[src/rtl/lpht_pkg.sv]
// Package of types, constants and codes shared by the hash table modules.
package lpht_pkg;

	localparam int TABLE_SIZE_DEF  = 16;
	localparam int KEY_BYTES_DEF   = 8;
	localparam int RECORD_BITS_DEF = 16;

	localparam int KEY_W         = 64;
	localparam int REC_W         = 16;
	localparam int MODE_W        = 2;
	localparam int STATUS_W      = 2;
	localparam int HASH_BITS     = 32;
	localparam int MOD_STEP_BITS = 4;
	localparam int MOD_STEPS     = HASH_BITS / MOD_STEP_BITS;
	localparam int MOD_CNT_W     = $clog2(MOD_STEPS);

	typedef enum logic [MODE_W-1:0] {
		MODE_INSERT = 2'd0,
		MODE_LOOKUP = 2'd1,
		MODE_DELETE = 2'd2
	} mode_t;

	typedef enum logic [STATUS_W-1:0] {
		ST_OK        = 2'd0,
		ST_NOT_FOUND = 2'd1,
		ST_FULL      = 2'd2
	} status_t;

	typedef enum logic [1:0] {
		MARK_EMPTY   = 2'd0,
		MARK_USED    = 2'd1,
		MARK_DELETED = 2'd2
	} mark_t;

	typedef enum logic [2:0] {
		S_CLEAR,
		S_IDLE,
		S_HASH,
		S_MOD,
		S_READ,
		S_CHECK,
		S_RESULT
	} state_t;

	typedef struct packed {
		logic    load;
		logic    hash_step;
		logic    mod_step;
		logic    probe_start;
		logic    probe_next;
		logic    clear_step;
		logic    wr_mark;
		mark_t   wr_mark_val;
		logic    wr_data;
		logic    pend_load;
		status_t pend_status;
		logic    pend_rec_sel;
		logic    res_load;
	} ctrl_cmd_t;

	typedef struct packed {
		logic              hash_done;
		logic              mod_last;
		logic              slot_last;
		logic              probe_last;
		logic [MODE_W-1:0] mode;
		mark_t             mark;
		logic              key_match;
	} dp_stat_t;

endpackage

[src/rtl/lpht_req_if.sv]
// Request channel interface: operation, key and record handle.
interface lpht_req_if;
	logic                         valid;
	logic                         ready;
	logic [lpht_pkg::MODE_W-1:0]  mode;
	logic [lpht_pkg::KEY_W-1:0]   key;
	logic [lpht_pkg::REC_W-1:0]   record_in;

	modport source(output valid, mode, key, record_in, input ready);
	modport sink(input valid, mode, key, record_in, output ready);
endinterface

[src/rtl/lpht_rsp_if.sv]
// Response channel interface: status and record handle.
interface lpht_rsp_if;
	logic                          valid;
	logic                          ready;
	logic [lpht_pkg::STATUS_W-1:0] status;
	logic [lpht_pkg::REC_W-1:0]    record_out;

	modport source(output valid, status, record_out, input ready);
	modport sink(input valid, status, record_out, output ready);
endinterface

[src/rtl/lpht_datapath.sv]
// Datapath of the hash table: key cut, hash, modulo reduction, slot memories and result.
module lpht_datapath #(
	parameter int TABLE_SIZE  = lpht_pkg::TABLE_SIZE_DEF,
	parameter int KEY_BYTES   = lpht_pkg::KEY_BYTES_DEF,
	parameter int RECORD_BITS = lpht_pkg::RECORD_BITS_DEF
) (
	input  logic                          clk,
	input  logic                          arst_n,
	input  lpht_pkg::ctrl_cmd_t           cmd,
	output lpht_pkg::dp_stat_t            stat,
	input  logic [lpht_pkg::MODE_W-1:0]   mode,
	input  logic [lpht_pkg::KEY_W-1:0]    key,
	input  logic [lpht_pkg::REC_W-1:0]    record_in,
	output logic [lpht_pkg::STATUS_W-1:0] status,
	output logic [lpht_pkg::REC_W-1:0]    record_out
);

	localparam int SW = (TABLE_SIZE > 1) ? $clog2(TABLE_SIZE) : 1;
	localparam int KW = 8 * KEY_BYTES;
	localparam int LW = $clog2(KEY_BYTES + 1);
	localparam logic [SW:0]   TS_W    = (SW + 1)'(TABLE_SIZE);
	localparam logic [SW-1:0] TS_LAST = SW'(TABLE_SIZE - 1);

	lpht_pkg::mark_t  mark_mem [TABLE_SIZE];
	logic [KW-1:0]    key_mem  [TABLE_SIZE];
	logic [RECORD_BITS-1:0] rec_mem [TABLE_SIZE];

	lpht_pkg::mark_t        mark_rd_q;
	logic [KW-1:0]          key_rd_q;
	logic [RECORD_BITS-1:0] rec_rd_q;

	logic [lpht_pkg::MODE_W-1:0]    mode_q;
	logic [KW-1:0]                  key_q;
	logic [KW-1:0]                  key_sh_q;
	logic [RECORD_BITS-1:0]         rec_q;
	logic [lpht_pkg::HASH_BITS-1:0] hash_q;
	logic [SW-1:0]                  rem_q;
	logic [LW-1:0]                  bytes_q;
	logic [lpht_pkg::MOD_CNT_W-1:0] mod_cnt_q;
	logic [SW-1:0]                  slot_q;
	logic [SW-1:0]                  probe_cnt_q;

	lpht_pkg::status_t              pend_status_q;
	logic [lpht_pkg::REC_W-1:0]     pend_rec_q;
	logic [lpht_pkg::STATUS_W-1:0]  res_status_q;
	logic [lpht_pkg::REC_W-1:0]     res_rec_q;

	logic [KW-1:0]                  cut_key;
	logic [LW-1:0]                  cut_len;
	logic [SW-1:0]                  rem_nxt;
	logic [SW-1:0]                  slot_nxt;
	logic [lpht_pkg::HASH_BITS-1:0] sx;

	// The key keeps the bytes before its first zero byte.
	always_comb begin
		logic       alive;
		logic [7:0] b;
		alive   = 1'b1;
		cut_key = '0;
		cut_len = '0;
		for (int n = 0; n < KEY_BYTES; n++) begin
			b = key[8*n +: 8];
			if (alive && (b != 8'd0)) begin
				cut_key[8*n +: 8] = b;
				cut_len           = cut_len + LW'(1);
			end else begin
				alive = 1'b0;
			end
		end
	end

	assign sx = {{(lpht_pkg::HASH_BITS - 8){key_sh_q[7]}}, key_sh_q[7:0]};

	// Restoring remainder by the table size, several hash bits per cycle.
	always_comb begin
		logic [SW-1:0] r;
		logic [SW:0]   t;
		r = rem_q;
		for (int j = 0; j < lpht_pkg::MOD_STEP_BITS; j++) begin
			t = {r, hash_q[lpht_pkg::HASH_BITS-1-j]};
			if (t >= TS_W) begin
				t = t - TS_W;
			end
			r = t[SW-1:0];
		end
		rem_nxt = r;
	end

	assign slot_nxt = (slot_q == TS_LAST) ? '0 : slot_q + SW'(1);

	always_ff @(posedge clk or negedge arst_n) begin
		if (!arst_n) begin
			bytes_q     <= '0;
			mod_cnt_q   <= '0;
			slot_q      <= '0;
			probe_cnt_q <= '0;
		end else begin
			if (cmd.load) begin
				bytes_q   <= cut_len;
				mod_cnt_q <= '0;
			end else if (cmd.hash_step) begin
				bytes_q <= bytes_q - LW'(1);
			end else if (cmd.mod_step) begin
				mod_cnt_q <= mod_cnt_q + lpht_pkg::MOD_CNT_W'(1);
			end
			if (cmd.probe_start) begin
				slot_q      <= rem_nxt;
				probe_cnt_q <= '0;
			end else if (cmd.probe_next || cmd.clear_step) begin
				slot_q      <= slot_nxt;
				probe_cnt_q <= probe_cnt_q + SW'(1);
			end
		end
	end

	always_ff @(posedge clk) begin
		if (cmd.load) begin
			mode_q   <= mode;
			key_q    <= cut_key;
			key_sh_q <= cut_key;
			rec_q    <= RECORD_BITS'(record_in);
			hash_q   <= '0;
			rem_q    <= '0;
		end else if (cmd.hash_step) begin
			hash_q   <= lpht_pkg::HASH_BITS'((hash_q + sx) * sx);
			key_sh_q <= key_sh_q >> 8;
		end else if (cmd.mod_step) begin
			hash_q <= hash_q << lpht_pkg::MOD_STEP_BITS;
			rem_q  <= rem_nxt;
		end
	end

	always_ff @(posedge clk) begin
		if (cmd.wr_mark) begin
			mark_mem[slot_q] <= cmd.wr_mark_val;
		end
		if (cmd.wr_data) begin
			key_mem[slot_q] <= key_q;
			rec_mem[slot_q] <= rec_q;
		end
		mark_rd_q <= mark_mem[slot_q];
		key_rd_q  <= key_mem[slot_q];
		rec_rd_q  <= rec_mem[slot_q];
	end

	always_ff @(posedge clk) begin
		if (cmd.pend_load) begin
			pend_status_q <= cmd.pend_status;
			pend_rec_q    <= cmd.pend_rec_sel ? lpht_pkg::REC_W'(rec_rd_q) : '0;
		end
		if (cmd.res_load) begin
			res_status_q <= pend_status_q;
			res_rec_q    <= pend_rec_q;
		end
	end

	assign stat.hash_done  = (bytes_q == '0);
	assign stat.mod_last   = (mod_cnt_q == lpht_pkg::MOD_CNT_W'(lpht_pkg::MOD_STEPS - 1));
	assign stat.slot_last  = (slot_q == TS_LAST);
	assign stat.probe_last = (probe_cnt_q == TS_LAST);
	assign stat.mode       = mode_q;
	assign stat.mark       = mark_rd_q;
	assign stat.key_match  = (key_rd_q == key_q);

	assign status     = res_status_q;
	assign record_out = res_rec_q;

endmodule

[src/rtl/lpht_ctrl.sv]
// Controller state machine of the hash table: sequences the slot clear after reset, hashing, probing and the response.
module lpht_ctrl (
	input  logic                clk,
	input  logic                arst_n,
	input  logic                req_valid,
	output logic                req_ready,
	output logic                rsp_valid,
	input  logic                rsp_ready,
	input  lpht_pkg::dp_stat_t  stat,
	output lpht_pkg::ctrl_cmd_t cmd
);

	lpht_pkg::state_t state_q, state_nxt;
	logic             rsp_valid_q, rsp_valid_nxt;

	always_ff @(posedge clk or negedge arst_n) begin
		if (!arst_n) begin
			state_q     <= lpht_pkg::S_CLEAR;
			rsp_valid_q <= 1'b0;
		end else begin
			state_q     <= state_nxt;
			rsp_valid_q <= rsp_valid_nxt;
		end
	end

	always_comb begin
		state_nxt     = state_q;
		cmd           = '0;
		cmd.wr_mark_val = lpht_pkg::MARK_EMPTY;
		cmd.pend_status = lpht_pkg::ST_NOT_FOUND;
		req_ready     = 1'b0;
		rsp_valid_nxt = rsp_valid_q && !rsp_ready;

		case (state_q)
			lpht_pkg::S_CLEAR: begin
				cmd.wr_mark     = 1'b1;
				cmd.wr_mark_val = lpht_pkg::MARK_EMPTY;
				cmd.clear_step  = 1'b1;
				if (stat.slot_last) begin
					state_nxt = lpht_pkg::S_IDLE;
				end
			end
			lpht_pkg::S_IDLE: begin
				req_ready = 1'b1;
				if (req_valid) begin
					cmd.load  = 1'b1;
					state_nxt = lpht_pkg::S_HASH;
				end
			end
			lpht_pkg::S_HASH: begin
				if (stat.hash_done) begin
					state_nxt = lpht_pkg::S_MOD;
				end else begin
					cmd.hash_step = 1'b1;
				end
			end
			lpht_pkg::S_MOD: begin
				cmd.mod_step = 1'b1;
				if (stat.mod_last) begin
					cmd.probe_start = 1'b1;
					state_nxt       = lpht_pkg::S_READ;
				end
			end
			lpht_pkg::S_READ: begin
				state_nxt = lpht_pkg::S_CHECK;
			end
			lpht_pkg::S_CHECK: begin
				case (stat.mode)
					lpht_pkg::MODE_INSERT: begin
						if (stat.mark != lpht_pkg::MARK_USED) begin
							cmd.wr_mark     = 1'b1;
							cmd.wr_mark_val = lpht_pkg::MARK_USED;
							cmd.wr_data     = 1'b1;
							cmd.pend_load   = 1'b1;
							cmd.pend_status = lpht_pkg::ST_OK;
							state_nxt       = lpht_pkg::S_RESULT;
						end else if (stat.probe_last) begin
							cmd.pend_load   = 1'b1;
							cmd.pend_status = lpht_pkg::ST_FULL;
							state_nxt       = lpht_pkg::S_RESULT;
						end else begin
							cmd.probe_next = 1'b1;
							state_nxt      = lpht_pkg::S_READ;
						end
					end
					lpht_pkg::MODE_LOOKUP, lpht_pkg::MODE_DELETE: begin
						if (stat.mark == lpht_pkg::MARK_EMPTY) begin
							cmd.pend_load   = 1'b1;
							cmd.pend_status = lpht_pkg::ST_NOT_FOUND;
							state_nxt       = lpht_pkg::S_RESULT;
						end else if ((stat.mark == lpht_pkg::MARK_USED) && stat.key_match) begin
							cmd.pend_load    = 1'b1;
							cmd.pend_status  = lpht_pkg::ST_OK;
							cmd.pend_rec_sel = 1'b1;
							if (stat.mode == lpht_pkg::MODE_DELETE) begin
								cmd.wr_mark     = 1'b1;
								cmd.wr_mark_val = lpht_pkg::MARK_DELETED;
							end
							state_nxt = lpht_pkg::S_RESULT;
						end else if (stat.probe_last) begin
							cmd.pend_load   = 1'b1;
							cmd.pend_status = lpht_pkg::ST_NOT_FOUND;
							state_nxt       = lpht_pkg::S_RESULT;
						end else begin
							cmd.probe_next = 1'b1;
							state_nxt      = lpht_pkg::S_READ;
						end
					end
					default: begin
						cmd.pend_load   = 1'b1;
						cmd.pend_status = lpht_pkg::ST_NOT_FOUND;
						state_nxt       = lpht_pkg::S_RESULT;
					end
				endcase
			end
			lpht_pkg::S_RESULT: begin
				if (!rsp_valid_q || rsp_ready) begin
					cmd.res_load  = 1'b1;
					rsp_valid_nxt = 1'b1;
					state_nxt     = lpht_pkg::S_IDLE;
				end
			end
			default: begin
				state_nxt = lpht_pkg::S_IDLE;
			end
		endcase
	end

	assign rsp_valid = rsp_valid_q;

endmodule

[src/rtl/linear_probe_hash_table_top.sv]
// Top level of the open-addressing hash table with linear probing and tombstones.
//
//   channel  direction  transaction carries
//   req      in         mode, key, record_in
//   rsp      out        status, record_out
//
// A transaction goes from acceptance to the response register through the byte-wise hash
// over the L key bytes, the four-bit-per-cycle remainder unit and, for each of the P slots
// probed (1 to TABLE_SIZE), a registered slot memory read and a check; L is the key length
// in bytes.
// After reset the slot marks are cleared slot by slot before req becomes ready.
// The response register lets a new transaction be accepted while a result awaits rsp.ready.
module linear_probe_hash_table_top #(
	parameter int TABLE_SIZE  = lpht_pkg::TABLE_SIZE_DEF,
	parameter int KEY_BYTES   = lpht_pkg::KEY_BYTES_DEF,
	parameter int RECORD_BITS = lpht_pkg::RECORD_BITS_DEF
) (
	input logic        clk,
	input logic        arst_n,
	lpht_req_if.sink   req,
	lpht_rsp_if.source rsp
);

	lpht_pkg::ctrl_cmd_t cmd;
	lpht_pkg::dp_stat_t  stat;
	logic                req_ready;
	logic                rsp_valid;

	lpht_ctrl u_ctrl (
		.clk       (clk),
		.arst_n    (arst_n),
		.req_valid (req.valid),
		.req_ready (req_ready),
		.rsp_valid (rsp_valid),
		.rsp_ready (rsp.ready),
		.stat      (stat),
		.cmd       (cmd)
	);

	lpht_datapath #(
		.TABLE_SIZE  (TABLE_SIZE),
		.KEY_BYTES   (KEY_BYTES),
		.RECORD_BITS (RECORD_BITS)
	) u_datapath (
		.clk        (clk),
		.arst_n     (arst_n),
		.cmd        (cmd),
		.stat       (stat),
		.mode       (req.mode),
		.key        (req.key),
		.record_in  (req.record_in),
		.status     (rsp.status),
		.record_out (rsp.record_out)
	);

	assign req.ready = req_ready;
	assign rsp.valid = rsp_valid;

endmodule

[src/flat_wrapper.sv]
// flat-port wrapper written by rule: the top's interface ports become plain ports
module linear_probe_hash_table_top_flat 
#(
	parameter int TABLE_SIZE  = lpht_pkg::TABLE_SIZE_DEF,
	parameter int KEY_BYTES   = lpht_pkg::KEY_BYTES_DEF,
	parameter int RECORD_BITS = lpht_pkg::RECORD_BITS_DEF
)
  (clk, arst_n, req_valid, req_mode, req_key, req_record_in, req_ready, rsp_valid, rsp_status, rsp_record_out, rsp_ready);
  lpht_req_if req_i ();
  lpht_rsp_if rsp_i ();
  input logic clk;
  input logic arst_n;
  input wire logic [$bits(req_i.valid)-1:0] req_valid;
  input wire logic [$bits(req_i.mode)-1:0] req_mode;
  input wire logic [$bits(req_i.key)-1:0] req_key;
  input wire logic [$bits(req_i.record_in)-1:0] req_record_in;
  output wire logic [$bits(req_i.ready)-1:0] req_ready;
  output wire logic [$bits(rsp_i.valid)-1:0] rsp_valid;
  output wire logic [$bits(rsp_i.status)-1:0] rsp_status;
  output wire logic [$bits(rsp_i.record_out)-1:0] rsp_record_out;
  input wire logic [$bits(rsp_i.ready)-1:0] rsp_ready;
  assign req_i.valid = req_valid;
  assign req_i.mode = req_mode;
  assign req_i.key = req_key;
  assign req_i.record_in = req_record_in;
  assign req_ready = req_i.ready;
  assign rsp_valid = rsp_i.valid;
  assign rsp_status = rsp_i.status;
  assign rsp_record_out = rsp_i.record_out;
  assign rsp_i.ready = rsp_ready;
  linear_probe_hash_table_top #(.TABLE_SIZE(TABLE_SIZE), .KEY_BYTES(KEY_BYTES), .RECORD_BITS(RECORD_BITS)) u_core (.clk(clk), .arst_n(arst_n), .req(req_i), .rsp(rsp_i));
endmodule
[config.mk]
export PLATFORM = sky130hd
export DESIGN_NAME = linear_probe_hash_table_top_flat
export DESIGN_NICKNAME = d
export VERILOG_FILES = /design/src/rtl/lpht_pkg.sv /design/src/rtl/lpht_req_if.sv /design/src/rtl/lpht_rsp_if.sv /design/src/rtl/lpht_datapath.sv /design/src/rtl/lpht_ctrl.sv /design/src/rtl/linear_probe_hash_table_top.sv /design/src/flat_wrapper.sv
export SDC_FILE = /design/constraint.sdc
export NUM_CORES = 2
export LEC_CHECK = 0
export ABC_CLOCK_PERIOD_IN_PS = 10600
export BUFFER_PORTS_ARGS = -buffer_cell sky130_fd_sc_hd__buf_4
export CORE_ASPECT_RATIO = 0.5
export CORE_UTILIZATION = 45
export CTS_CLUSTER_DIAMETER = 30
export DETAILED_ROUTE_END_ITERATION = 12
export GPL_ROUTABILITY_DRIVEN = 0
export SYNTH_ARGS = -nofsm -noshare
export SYNTH_HDL_FRONTEND = slang
export SYNTH_SLANG_ARGS = --single-unit
export TNS_END_PERCENT = 20
[constraint.sdc]
create_clock -name clk -period 10.6 [get_ports clk]
set_clock_uncertainty 0.1 [all_clocks]
set_input_delay 0 -clock clk [delete_from_list [all_inputs] [get_ports clk]]
set_output_delay 0 -clock clk [all_outputs]
set_load 0.05 [all_outputs]
==> impl_metrics.json <==
{
  "status": "finished, final reports clean",
  "crit_required_ns": 11.13,
  "dp_hpwl_mm": 96.1,
  "design.die.area_mm2": 0.157,
  "cts_max_level": 4,
  "num_io_pins": 106,
  "synth-async-reset-ratio_pct": 1.17,
  "cts_hold_buf": 162,
  "hold_viol_final": 0,
  "max_freq_mhz": 117,
  "num_rows": 101,
  "synth_area_mm2": 0.0699,
  "synth_cell_types": 76,
  "start_kind": "flop",
  "wire_per_inst_um": 27.2,
  "clock-sinks": 1627,
  "drt_pre_antenna_iters": 7,
  "synthCells": 3830,
  "post_cts_buffers": 0,
  "grt_pass1_wl_mm": 258,
  "worst_slack_ns": 2.02,
  "synth_top_family_by_area": "multiplexers",
  "finalNetCount": 4569,
  "yosys.cell_count.top_type": "edfxtp_1",
  "grt_max_degree": 120,
  "portBuffers": 105,
  "syn_avg_cell_area_um2": 18.3,
  "antenna_found_initial": 7,
  "routed_wl_mm": 175,
  "drc": 0,
  "arrival_ns": 9.11,
  "cts_buffer_depth": 3,
  "root_buffer": "clkbuf_16",
  "drv_slew": 0,
  "ys.flop_type": "edfxtp_1",
  "post_cts_resize_count": 0,
  "final_util_pct": 53.7,
  "worst_slew_pin_slew_ns": 1.18,
  "die_x_um": 559,
  "vias": 36800,
  "synth_seq_cells": 1627,
  "grt_pass1_vias": 38300,
  "max_stage_delay_ns": 0.61,
  "insertion_delay_ns": 0.82,
  "fin_crit_sh_pct": 80.9,
  "endpoint_kind": "flop",
  "synth_mux_area_share_pct": 14.1,
  "routed_via_density": 5.71,
  "max_cap_violations": 0,
  "clk_transition_reported_paths_ns": 0.06,
  "whs_ns": 0.0549,
  "syn_nets": 4188,
  "critPathSlowestCell": "xnor2_1",
  "initial_core_util_pct": 45.7,
  "synthAdderAreaFrac_pct": 6.56,
  "relSlewSlack_pct": 20.9,
  "final-setup-viol-count": 0,
  "yosys-top-cells-count": "1,494 x edfxtp_1, 410 x mux4_2, 264 x inv_1",
  "synthTopCellsByArea": "edfxtp_1 64%, mux4_2 13%, fa_1 4.5%",
  "yosys_warnings": 0,
  "rsz0062_at_grt": "false",
  "min_path_type": "input port to flop",
  "drtIter0Drc": 3437,
  "yosys.area.top_type": "edfxtp_1",
  "fin_crit_ns": 8.58,
  "ant_nets": 0,
  "area_growth_pct": 17.6,
  "cts_tree": "built",
  "synth_edf_count": 1494,
  "crit_fanout": 35,
  "drive_above_1_share_pct": 23.7,
  "synth_xor_area_share_pct": 1.38,
  "synth_top_area_share_pct": 64.2,
  "crit_type": "flop to flop",
  "dp_slack_ns": 2.10,
  "synth.yosys.seq_area_share_pct": 68.1,
  "synth_compound_area_share_pct": 2.62,
  "track_usage_pct": 22.6,
  "cts_buffers": 205,
  "synth-simple-area-share_pct": 4.96,
  "setup_tns_ns": 0,
  "fp.dieH_um": 281,
  "core_area_mm2": 0.153,
  "overflow": 0
}
## placed cells by master (no fill, tap or decap), types with 42 or more instances in the layout
| cell type | n |
|---|---|
| edfxtp_1 | 1494 |
| mux4_2 | 410 |
| inv_1 | 264 |
| and2_1 | 215 |
| clkbuf_16 | 205 |
| buf_4 | 170 |
| dlygate4sd3_1 | 162 |
| fa_1 | 158 |
| nand2_1 | 145 |
| ha_1 | 114 |
| dfxtp_1 | 114 |
| a21oi_1 | 94 |
| nor2_1 | 90 |
| xnor2_1 | 79 |
| mux2_2 | 52 |
| o21ai_0 | 42 |
## flip-flops by register name, summed over array words and instances (netlist names)
signal / cells
u_core.u_datapath.rec_mem: 256
u_core.u_datapath.probe_cnt_q: 4
u_core.u_datapath.key_mem: 1024
u_core.u_ctrl.rsp_valid: 1
u_core.u_datapath.mod_cnt_q: 3
u_core.u_datapath.mark_mem: 32
u_core.u_datapath.mark_rd_q: 2
u_core.u_datapath.rec_q: 16
u_core.u_ctrl.state_q: 3
u_core.u_datapath.status: 2
u_core.u_datapath.slot_q: 4
u_core.u_datapath.hash_q: 32
u_core.u_datapath.record_out: 16
u_core.u_datapath.pend_status_q: 2
u_core.u_datapath.key_q: 64
u_core.u_datapath.mode_q: 2
u_core.u_datapath.key_rd_q: 64
u_core.u_datapath.bytes_q: 4
u_core.u_datapath.pend_rec_q: 16
u_core.u_datapath.rec_rd_q: 16
u_core.u_datapath.key_sh_q: 64
## final cells by class
class                      count  area (um2)
timing repair buffer         334        2940
sequential                  1627       47600
tap                         2060        2580
clock buffer                 232        5340
inverter                     265        1000
clock inverter               159        1910
fill                       11800       70800
multi-input combinational   1778       20800
antenna                        2        5.00
## logic make-up (layout without fill, tap and decap cells)
logic type	after synthesis	count (layout)
flip-flops	1627	1627
XOR/XNOR	105	105
buffers and inverters	425	990
other	0	2
AO/OA/AOI/OAI	280	280
multiplexers	466	466
adder cells (fa/ha/maj)	272	272
AND/OR/NAND/NOR	655	655
## critical path: cells and delay by family (launching register included)
kind / cells / cell delay [ns]
buffers and inverters: 6 / 0.66
flip-flops: 1 / 0.33
AND/OR/NAND/NOR: 6 / 1.00
XOR/XNOR: 3 / 0.99
AO/OA/AOI/OAI: 13 / 2.63
adder cells (fa/ha/maj): 7 / 2.67
## routing by layer
metal  vias to the layer above  routed length [um]  track usage, %
met5                         -                   0               0
met4                         0                3350            5.84
met3                       243               11100            3.24
met2                      1354               83100            36.3
met1                     19600               77700            32.7
li1                      15600                   -               -
## path summary, 6_finish.rpt
kind | from | end | slack (ns) | cells past startpoint
hold reg to reg | u_core.u_datapath.pend_rec_q[1] | u_core.u_datapath.record_out[1] | 0.31 | 0
hold / removal | req_key[51] | u_core.u_datapath.key_q[51] | 0.05 | 3
setup / recovery | u_core.u_datapath.key_sh_q[0] | u_core.u_datapath.hash_q[31] | 2.02 | 35
max in group asynchronous | arst_n | u_core.u_datapath.slot_q[1] | 9.24 | 3
min in group asynchronous | arst_n | u_core.u_ctrl.rsp_valid | 0.37 | 3
setup reg to reg | u_core.u_datapath.key_sh_q[0] | u_core.u_datapath.hash_q[31] | 2.02 | 35
## metrics by stage
stage          std cells  instance area [um2]
2_1_floorplan       3830                69900
3_3_place_gp        5902                73400
3_5_place_dp        5902                73400
4_1_cts             6455                82200
5_1_grt             6455                82200
6_report            6457                82200
Power is left out: the tool's default activity adds up to more than one toggle a clock period on the data nets, which glitch-free logic cannot reach.
